## src/design/shbin_pkg.sv

```systemverilog
// ---------------------------------------------------------------------------
// shbin_pkg: shared types and constants for the spatial hash binning unit
// Hash primes, register indexes, controller commands and status.
// ---------------------------------------------------------------------------
package shbin_pkg;

   localparam int DEF_MAX_POINTS  = 65536;
   localparam int DEF_MAX_BUCKETS = 1048576;

   localparam logic [31:0] HASH_PX  = 32'd73856093;
   localparam logic [31:0] HASH_PY  = 32'd19349663;
   localparam logic [31:0] HASH_PZ  = 32'd83492791;
   localparam logic [31:0] CELL_SAT = 32'h7FFF_FFFF;

   localparam logic [2:0] CSR_ORIGIN_X = 3'd0;
   localparam logic [2:0] CSR_ORIGIN_Y = 3'd1;
   localparam logic [2:0] CSR_ORIGIN_Z = 3'd2;
   localparam logic [2:0] CSR_INV_CELL = 3'd3;
   localparam logic [2:0] CSR_TBL_SIZE = 3'd4;

   localparam logic [1:0] AXIS_X = 2'd0;
   localparam logic [1:0] AXIS_Y = 2'd1;
   localparam logic [1:0] AXIS_Z = 2'd2;

   localparam int SQRT_STEPS = 24;  // 48-bit radicand, one result bit per cycle
   localparam int MOD_BITS   = 4;   // remainder bits per cycle
   localparam int MOD_STEPS  = 32 / MOD_BITS;
   localparam int BND_COUNT  = 6;   // min and max on three axes

   typedef enum logic [9:0] {
      ST_IDLE  = 10'b00_0000_0001,
      ST_SQRT  = 10'b00_0000_0010,
      ST_BMUL  = 10'b00_0000_0100,
      ST_BADD  = 10'b00_0000_1000,
      ST_CHECK = 10'b00_0001_0000,
      ST_HMUL  = 10'b00_0010_0000,
      ST_HSTO  = 10'b00_0100_0000,
      ST_MINIT = 10'b00_1000_0000,
      ST_MSTEP = 10'b01_0000_0000,
      ST_EMIT  = 10'b10_0000_0000
   } state_type;

   typedef struct packed {
      logic       load;
      logic       sqrt_step;
      logic       bnd_mul;
      logic       bnd_add;
      logic [2:0] sel;       // bound number: axis in [2:1], max in [0]
      logic       hmul;
      logic       hstore;
      logic [1:0] axis;
      logic       mod_init;
      logic       mod_step;
      logic [2:0] corner;    // z,y,x offsets
      logic       emit;
      logic       last;
   } cmd_type;

   typedef struct packed {
      logic       skip;
      logic       empty;
      logic [2:0] two;       // axis spans two cells
      logic       out_busy;
   } sts_type;

endpackage

```

## src/design/shbin_ctrl.sv

```systemverilog
// ---------------------------------------------------------------------------
// shbin_ctrl: sequencer for the spatial hash binning unit
// Steps square root, bound scaling, hash products, modulo and result issue.
// ---------------------------------------------------------------------------
module shbin_ctrl import shbin_pkg::*; (
   input  logic    clock,
   input  logic    reset,
   input  logic    req_valid,
   output logic    req_ready,
   input  sts_type sts,
   output cmd_type cmd
);

   state_type  state_ff, state_in;
   logic [4:0] cnt_ff, cnt_in;
   logic [2:0] cell_ff, cell_in;
   logic [2:0] cell_next;
   logic       cell_last;

   // z outermost, x innermost
   always_comb begin
      cell_next = 3'b000;
      cell_last = 1'b0;
      if (sts.two[0] && !cell_ff[0]) begin
         cell_next = {cell_ff[2:1], 1'b1};
      end else if (sts.two[1] && !cell_ff[1]) begin
         cell_next = {cell_ff[2], 2'b10};
      end else if (sts.two[2] && !cell_ff[2]) begin
         cell_next = 3'b100;
      end else begin
         cell_last = 1'b1;
      end
   end

   always_comb begin
      state_in  = state_ff;
      cnt_in    = cnt_ff;
      cell_in   = cell_ff;
      cmd       = '0;
      req_ready = 1'b0;
      case (state_ff)
         ST_IDLE: begin
            req_ready = 1'b1;
            if (req_valid) begin
               cmd.load = 1'b1;
               cnt_in   = '0;
               if (!sts.skip) state_in = ST_SQRT;
            end
         end
         ST_SQRT: begin
            cmd.sqrt_step = 1'b1;
            cnt_in = cnt_ff + 5'd1;
            if (cnt_ff == 5'(SQRT_STEPS - 1)) begin
               cnt_in   = '0;
               state_in = ST_BMUL;
            end
         end
         ST_BMUL: begin
            cmd.bnd_mul = 1'b1;
            cmd.sel     = cnt_ff[2:0];
            state_in    = ST_BADD;
         end
         ST_BADD: begin
            cmd.bnd_add = 1'b1;
            cmd.sel     = cnt_ff[2:0];
            if (cnt_ff == 5'(BND_COUNT - 1)) begin
               cnt_in   = '0;
               state_in = ST_CHECK;
            end else begin
               cnt_in   = cnt_ff + 5'd1;
               state_in = ST_BMUL;
            end
         end
         ST_CHECK: begin
            state_in = sts.empty ? ST_IDLE : ST_HMUL;
         end
         ST_HMUL: begin
            cmd.hmul = 1'b1;
            cmd.axis = cnt_ff[1:0];
            state_in = ST_HSTO;
         end
         ST_HSTO: begin
            cmd.hstore = 1'b1;
            cmd.axis   = cnt_ff[1:0];
            if (cnt_ff[1:0] == AXIS_Z) begin
               cnt_in   = '0;
               cell_in  = '0;
               state_in = ST_MINIT;
            end else begin
               cnt_in   = cnt_ff + 5'd1;
               state_in = ST_HMUL;
            end
         end
         ST_MINIT: begin
            cmd.mod_init = 1'b1;
            cmd.corner   = cell_ff;
            cnt_in       = '0;
            state_in     = ST_MSTEP;
         end
         ST_MSTEP: begin
            cmd.mod_step = 1'b1;
            cnt_in = cnt_ff + 5'd1;
            if (cnt_ff == 5'(MOD_STEPS - 1)) state_in = ST_EMIT;
         end
         ST_EMIT: begin
            if (!sts.out_busy) begin
               cmd.emit = 1'b1;
               cmd.last = cell_last;
               if (cell_last) begin
                  state_in = ST_IDLE;
               end else begin
                  cell_in  = cell_next;
                  state_in = ST_MINIT;
               end
            end
         end
         default: state_in = ST_IDLE;
      endcase
   end

   always_ff @(posedge clock) begin
      if (reset) begin
         state_ff <= ST_IDLE;
         cnt_ff   <= '0;
         cell_ff  <= '0;
      end else begin
         state_ff <= state_in;
         cnt_ff   <= cnt_in;
         cell_ff  <= cell_in;
      end
   end

endmodule

```

## config.mk

```make
export PLATFORM = sky130hd
export DESIGN_NAME = shbin_ctrl
export DESIGN_NICKNAME = d
export VERILOG_FILES = /design/src/design/shbin_pkg.sv /design/src/design/shbin_ctrl.sv
export SDC_FILE = /design/constraint.sdc
export NUM_CORES = 1
export LEC_CHECK = 0
export BUFFER_PORTS_ARGS = -buffer_cell sky130_fd_sc_hd__buf_4
export CAP_MARGIN = 10
export CORE_MARGIN = 5
export CORE_UTILIZATION = 40
export CTS_CLUSTER_DIAMETER = 200
export DETAILED_ROUTE_END_ITERATION = 16
export PLACE_DENSITY = 0.65
export SLEW_MARGIN = 5
export SYNTH_ARGS = -nofsm -noshare
export SYNTH_HDL_FRONTEND = slang
export SYNTH_SLANG_ARGS = --single-unit
export TNS_END_PERCENT = 20
```

## constraint.sdc

```tcl
create_clock -name clock -period 3.28 [get_ports clock]
set_input_delay 0.492 -clock clock [delete_from_list [all_inputs] [get_ports clock]]
set_output_delay 0.492 -clock clock [all_outputs]
set_load 0.05 [all_outputs]
```

Yosys cells after proc, flatten, opt, wreduce, memory -nomap -nowiden
Index checks and enable logic that the tools add are counted.
{"block": "word_totals", "out_inout_bits": 19, "inputBits": 9, "reg_bits": 18, "word_cells": 84}
{"block": "classes", "n_eq_ne": 23, "muxes": 40, "addsub": 1, "n_reduce_logical": 15}
{"operator": "$pmux W10 S10", "n": 1}
{"operator": "$mux W10", "n": 5}
{"operator": "$pmux W5 S6", "n": 1}
{"operator": "$mux W5", "n": 5}
{"operator": "$mux W3", "n": 8}
{"operator": "$ne A2 B2 Y1 const B", "n": 9}
{"operator": "$mux W8", "n": 2}
{"operator": "$mux W1", "n": 13}
{"operator": "$eq A10 B1 Y1 const B", "n": 1}
{"operator": "$eq A10 B10 Y1 const B", "n": 1}
{"operator": "$eq A10 B2 Y1 const B", "n": 1}
{"operator": "$eq A10 B3 Y1 const B", "n": 1}
{"operator": "$eq A10 B4 Y1 const B", "n": 1}
{"operator": "$eq A10 B5 Y1 const B", "n": 1}
{"operator": "$eq A10 B6 Y1 const B", "n": 1}
{"operator": "$eq A10 B7 Y1 const B", "n": 1}
{"operator": "$eq A10 B8 Y1 const B", "n": 1}
{"operator": "$eq A10 B9 Y1 const B", "n": 1}
{"operator": "$eq A5 B3 Y1 const B", "n": 2}
{"operator": "$reduce_and A5 Y1", "n": 2}
{"operator": "$mux W2", "n": 3}
{"operator": "$mux W6", "n": 1}
{"operator": "$pmux W3 S2", "n": 1}
{"operator": "$reduce_and A6 Y1", "n": 1}
{"operator": "10 further kinds", "n": 15}

Depth between registers and ports, before layout
Gate-level depths: netlist (run 1).
{"block": "logic_depth", "ltp_word": 8, "ltp_mapped": 7, "mapped_depth_nobuf": 7}

Least setup slack after synthesis (run 1)
No wires, ideal clock.
{"block": "synth_path", "path_kind": "register to output", "startpoint": "reg state_ff[0]", "endpoint": "out cmd[2] (netlist bit)", "required_time_ps": 2788, "path_buffers": 1, "arrival_ps": 3304, "stages_incl_launch_ff": 5, "setup_slack_ps": -516, "cell_sequence": "dfxtp_1 > or4_1 > clkbuf_1 > nor4_1 > and2_1"}
{"element": "from (decl)", "line": "shbin_ctrl.sv:14", "source": "state_type state_ff, state_in;"}
{"element": "from (signal assigned)", "line": "shbin_ctrl.sv:127", "source": "state_ff <= state_in;"}
{"element": "to (decl)", "line": "shbin_ctrl.sv:11", "source": "output cmd_type cmd"}

==> impl_metrics.py, run 1 <==
metrics = {
    "detailed_routing": {
        "ant_nets": 0,
        "post_drt_wl_per_cell_um": 15.5,
        "via_count": 1448,
        "drcViolationCount": 0,
        "wl_um": 3820,
        "via_per_inst": 5.89,
        "firstDrtPassIters": 4,
        "drt_iter0_markers": 105,
    },
    "yosys": {
        "yosys.cell_types.count": 49,
        "synthArstFlopShare": 0,
        "synth_top_area_cell": "dfxtp_1",
        "synthFlopType": "dfxtp_1",
        "yosys_warnings": 0,
        "avgSynthCellArea_um2": 7.65,
        "ys_ff_latch": 18,
        "synth_nets": 191,
        "synthTopCellsByArea": "dfxtp_1, nand2b_1, and2_1",
        "netlist_instances": 178,
        "ys_seq_area_frac": 0.264,
        "synth_top_area_frac": 0.264,
        "synth_edf_count": 0,
        "netlist_area_um2": 1360,
    },
    "sta": {
        "worst_pin_slew_ns": 0.624,
        "max_slew_margin": 0.581,
        "skew_ns": 0.00947,
        "finalSetupTns_ns": 0,
        "fin_crit_sh": 0.927,
        "rsz0062_at_grt": "no",
        "setup_slack_ns": 0.239,
        "final-max-slew-violation-count": 0,
        "finalSetupViolCount": 0,
        "fmax_mhz": 329,
        "period_minus_slack_ns": 3.04,
        "finalHoldViolCount": 0,
        "hold_ws_ns": 0.495,
    },
    "final_layout": {
        "area_growth_pct": 19.5,
        "final_area_um2": 1630,
        "nets": 215,
        "diodes": 0,
        "drive_gt1_frac": 0.195,
    },
    "worst_setup_path": {
        "reg2reg_to": "cnt_ff[2]",
        "path_class": "flip-flop to primary output",
        "r2r_cells": 5,
        "worstPathRequired_ns": 2.79,
        "r2r_start": "state_ff[6]",
        "cp-startpoint": "state_ff[6]",
        "cp-endpoint": "cmd[11]",
        "arrival_ns": 2.55,
        "endpoint_kind": "primary output",
        "cp-start-kind": "flip-flop",
        "regToRegSetupSlack_ns": 0.77,
        "cp_max_fo": 13,
    },
    "cts": {
        "numClockSinks": 18,
        "clk_path_buf_depth": 2,
        "cts_made_buffers": 3,
        "post_cts_buffers": 0,
        "ctsHoldBuffers": 0,
        "cts_tree": "yes",
        "cts.htree.levels": 1,
        "clock_latency_ns": 0.30,
        "cts.clk_slew.worst_paths_ns": 0.10,
        "cts-root-buf": "clkbuf_4",
        "post_cts_resized": 0,
    },
    "placed_design": {
        "pre_cts_slack_ns": 0.595,
        "gp_congestion": 0.952,
        "io_buffers": 27,
        "dpl.hpwl_um": 3000,
        "placed_area_um2": 1610,
    },
    "floorplan": {
        "die_h_um": 68.4,
        "std_cell_rows": 21,
        "io_pins": 28,
        "die_w_um": 68.4,
        "core_um2": 3310,
        "dieArea_um2": 4670,
        "start_util": 0.412,
    },
    "grt": {
        "gr-total-overflow": 0,
        "grt_pass1_vias": 1322,
        "grt_antenna_before_repair": 0,
        "grt_start_max_net_pins": 23,
        "grtUsageTotal": 0.180,
        "grt_first_pass_wirelength_um": 6340,
    },
    "pwr": {
        "power_density_nw_per_um2": 451,
        "ir_drop_mv": 0.154,
        "leakagePower_nw": 0.629,
    },
    "outcome": {
        "status": "completed",
    },
    "hold_path": {
        "hp-class": "flip-flop to flip-flop",
    },
    "run": {
        "maxCapViolations": 0,
    },
}
-- per-stage QoR --
step | power [W] | utilization | cells
final | 0.000734 | 0.492 | 246
after global routing | 0.000778 | 0.492 | 246
after CTS | 0.000732 | 0.492 | 246
after detailed placement | 0.000621 | 0.485 | 243
after global placement | 0.000615 | 0.485 | 243
after floorplan | 0.000523 | - | 178
-- power by group --
group / total, W / switching, W / internal [W]
clock network: 0.000114 / 0.0000716 / 0.0000428
logic: 0.000357 / 0.000227 / 0.000130
registers: 0.000263 / 0.0000292 / 0.000233
total: 0.000734 / 0.000328 / 0.000406
-- flip-flops by register name, summed over array words and instances, names as in the netlist --
name      count
cnt_ff        5
cell_ff       3
state_ff     10
-- worst min path at each step --
stage,end,depth (start not counted),from,slack (ns)
5_1_grt,state_ff[5],3,sts[4],0.50
3_3_place_gp,cell_ff[1],1,cell_ff[1],0.48
3_5_place_dp,cell_ff[1],1,cell_ff[1],0.47
4_1_cts,state_ff[5],3,sts[4],0.49
6_report,cell_ff[0],2,cell_ff[0],0.50
2_1_floorplan,cell_ff[1],1,cell_ff[1],0.45
-- synth_stat cells, types with 5 or more instances --
library cell	instances
nor4_1	9
and2_1	11
inv_1	8
a21oi_1	10
o21ai_0	6
nor3_1	10
nor2_1	15
nand2_1	9
clkbuf_1	8
dfxtp_1	18
nand2b_1	13
or4_1	5
-- cells in the final DEF (no fill, tap or decap), drive strengths merged, types with 2 or more instances in the layout --
cell / synthesis / final
and4b: 2 / 2
or4: 7 / 7
inv: 8 / 8
o21ai: 6 / 6
nand3b: 3 / 3
nor2: 15 / 15
buf: 2 / 29
nand2b: 13 / 13
clkbuf: 8 / 3
xor2: 2 / 2
nor4b: 3 / 3
a21oi: 10 / 10
a211o: 3 / 3
nand3: 4 / 4
dfxtp: 18 / 18
ha: 4 / 4
nor4: 9 / 9
nand2: 9 / 9
nor3: 10 / 10
a2111oi: 4 / 4
and2: 11 / 11
or2: 2 / 2
-- area by class of cell --
class	instances	area (um^2)
tap	46	57.6
fill	349	1680
sequential	18	360
multi-input combinational	142	940
clock buffer	3	22.5
timing repair buffer	29	218
inverter	8	30.0
-- worst max-delay path: stages (launching register included) --
cell and delay, ns:
dfxtp_1 0.45, or4_4 0.58, or4_1 0.60, a21oi_1 0.26
and2_1 0.17, buf_4 0.19
-- metal layers --
layer	track usage	wire length, um
met1	0.238	1750
met2	0.296	1750
met3	0.0328	295
met4	0.0546	29
met5	0	0
-- logic make-up after synthesis --
kind of cell             after synthesis  synth area share
AO/OA/AOI/OAI                         39             0.209
AND/OR/NAND/NOR                       96             0.420
adder cells (fa/ha/maj)                4            0.0367
buffers and inverters                 18            0.0505
flip-flops                            18             0.264
XOR/XNOR                               3            0.0193
Power figures use the tool's default switching activity.
==> run 2, diff against run 1 <==
- CORE_UTILIZATION: 40 -> 49
- MAX_ROUTING_LAYER: unset -> met4
- PLACE_DENSITY: 0.65 -> 0.79
- clock period: 3.28 -> 2.68 ns (I/O delays scaled with it)
==> run 2 against run 1 <==
Net effect: combinational power increased by 32%; final cell count decreased by 3.7%; worst hold slack got worse by 0.073 ns; non-clock buffer count increased by 5; register-to-register slack got worse by 0.51 ns; clock skew decreased by 0.0082 ns; die area decreased by 16%; first-iteration DRC count increased by 10%; critical endpoint is now cmd[0]; power increased by 33%; flip-flop and latch count unchanged.
==> impl_metrics.py, run 2 (synthesis gave the netlist of run 1 again) <==
metrics = {
    "cts": {
        "cts.htree.levels": 1,
        "ctsHoldBuffers": 0,
        "clk_path_buf_depth": 2,
        "clock_latency_ns": 0.30,
        "numClockSinks": 18,
        "cts-root-buf": "clkbuf_4",
        "cts.clk_slew.worst_paths_ns": 0.12,
        "cts_made_buffers": 3,
        "cts_tree": "yes",
    },
    "sta": {
        "skew_ns": 0.00127,
        "rsz0062_at_grt": "no",
        "period_minus_slack_ns": 2.61,
        "worst_pin_slew_ns": 0.560,
        "hold_ws_ns": 0.423,
        "final-max-slew-violation-count": 0,
        "max_slew_margin": 0.623,
        "fmax_mhz": 383,
        "finalSetupViolCount": 0,
        "fin_crit_sh": 0.974,
        "finalHoldViolCount": 0,
    },
    "worst_setup_path": {
        "r2r_start": "state_ff[5]",
        "cp_max_fo": 10,
        "reg2reg_to": "cnt_ff[2]",
        "regToRegSetupSlack_ns": 0.26,
        "path_class": "flip-flop to primary output",
        "r2r_cells": 6,
        "worstPathRequired_ns": 2.28,
        "cp-startpoint": "state_ff[5]",
        "arrival_ns": 2.21,
        "endpoint_kind": "primary output",
        "cp-endpoint": "cmd[0]",
        "cp-start-kind": "flip-flop",
    },
    "pwr": {
        "pwr-share-clk": 0.184,
        "switching_share": 0.431,
        "ir_drop_mv": 0.501,
        "internal_power_w": 0.000554,
        "power_frac_comb": 0.483,
        "p_total_w": 0.000974,
        "leakagePower_nw": 0.668,
        "pwr-share-seq": 0.333,
        "switching_power_w": 0.000420,
        "power_density_nw_per_um2": 572,
    },
    "detailed_routing": {
        "via_count": 1522,
        "via_per_inst": 6.42,
        "wl_um": 4050,
        "ant_nets": 0,
        "post_drt_wl_per_cell_um": 17.1,
        "drt_iter0_markers": 116,
        "drcViolationCount": 0,
        "firstDrtPassIters": 4,
    },
    "final_layout": {
        "nets": 220,
        "area_growth_pct": 25.1,
        "nFillCells": 265,
        "largest_reg_flops": 10,
        "drive_gt1_frac": 0.252,
        "final_common_cell": "buf_4",
        "top_register": "state_ff",
        "diodes": 0,
        "seqCellArea_um2": 360,
        "layout_common_cells": "buf_4, dfxtp_1, nor2_1, nand2b_1, and2_1",
        "multi_input_area_um2": 976,
        "reg.largest.list": "state_ff: 10 flops, cnt_ff: 5 flops, cell_ff: 3 flops",
    },
    "floorplan": {
        "io_pins": 28,
        "start_util": 0.503,
        "die_w_um": 62.7,
        "std_cell_rows": 19,
        "die_h_um": 62.7,
        "dieArea_um2": 3940,
        "core_um2": 2710,
    },
    "run": {
        "maxCapViolations": 0,
    },
    "grt": {
        "grtUsageTotal": 0.208,
        "grt_first_pass_wirelength_um": 6660,
        "grt_start_max_net_pins": 23,
        "grt_pass1_vias": 1445,
        "gr-total-overflow": 0,
        "grt_antenna_before_repair": 0,
    },
    "hold_path": {
        "hp-class": "input pin to flip-flop",
    },
    "placed_design": {
        "io_buffers": 27,
        "gp_congestion": 0.923,
        "dpl.hpwl_um": 3110,
    },
    "outcome": {
        "status": "completed",
    },
}
run 2: timing repair:
action,CTS,global route
setup endpoints to repair,5,9
resized for setup,4,5
buffers inserted,0,0
gates cloned,0,0
pin swaps,0,1
run 2: area by class of cell:
class,instances,area share
Multi-Input combinational cell,142,0.573
Inverter,8,0.0176
Timing Repair Buffer,34,0.154
Tap cell,31,0.0228
Clock buffer,4,0.0213
Sequential cell,18,0.211
run 2: critical path, stage by stage, from the launching register on:
cell     delay, ns
dfxtp_1       0.34
buf_4         0.17
or4_4         0.53
or4_4         0.54
nor3_2        0.15
buf_6         0.18
run 2: per-stage QoR:
stage,utilization,setup WS [ns],instance area (um^2),instances,TNS [ns]
6_report,0.629,0.0686,1700,237,0
5_1_grt,0.629,0.00985,1700,237,0
2_1_floorplan,-,-0.328,1370,178,-2.35
4_1_cts,0.621,0.0152,1680,237,0
3_3_place_gp,0.601,0.263,1630,233,0
3_5_place_dp,0.601,0.139,1630,233,0
run 2: power groups by stage:
stage               combinational, W  sequential [W]  clock, W
finish                      0.000470        0.000324  0.000179
global route                0.000501        0.000327  0.000193
CTS                         0.000459        0.000320  0.000181
detailed placement          0.000446        0.000326         0
global placement            0.000440        0.000323         0
floorplan                   0.000325        0.000315         0
run 2: worst min-delay path by stage:
stage / startpoint / endpoint / slack, ns / cells after the start
2_1_floorplan: cell_ff[1] / cell_ff[1] / 0.45 / 1
3_3_place_gp: cell_ff[1] / cell_ff[1] / 0.46 / 1
3_5_place_dp: cell_ff[1] / cell_ff[1] / 0.48 / 1
4_1_cts: reset / state_ff[9] / 0.40 / 2
5_1_grt: reset / state_ff[1] / 0.43 / 2
6_report: reset / state_ff[9] / 0.42 / 2
run 2: routing by layer:
layer / wire (um) / GRT usage / vias up
met5: 0 / - / -
met4: 65 / 0.0531 / 0
met1: 1710 / 0.253 / 729
met3: 228 / 0.0396 / 8
met2: 2040 / 0.350 / 59
li1: - / - / 726
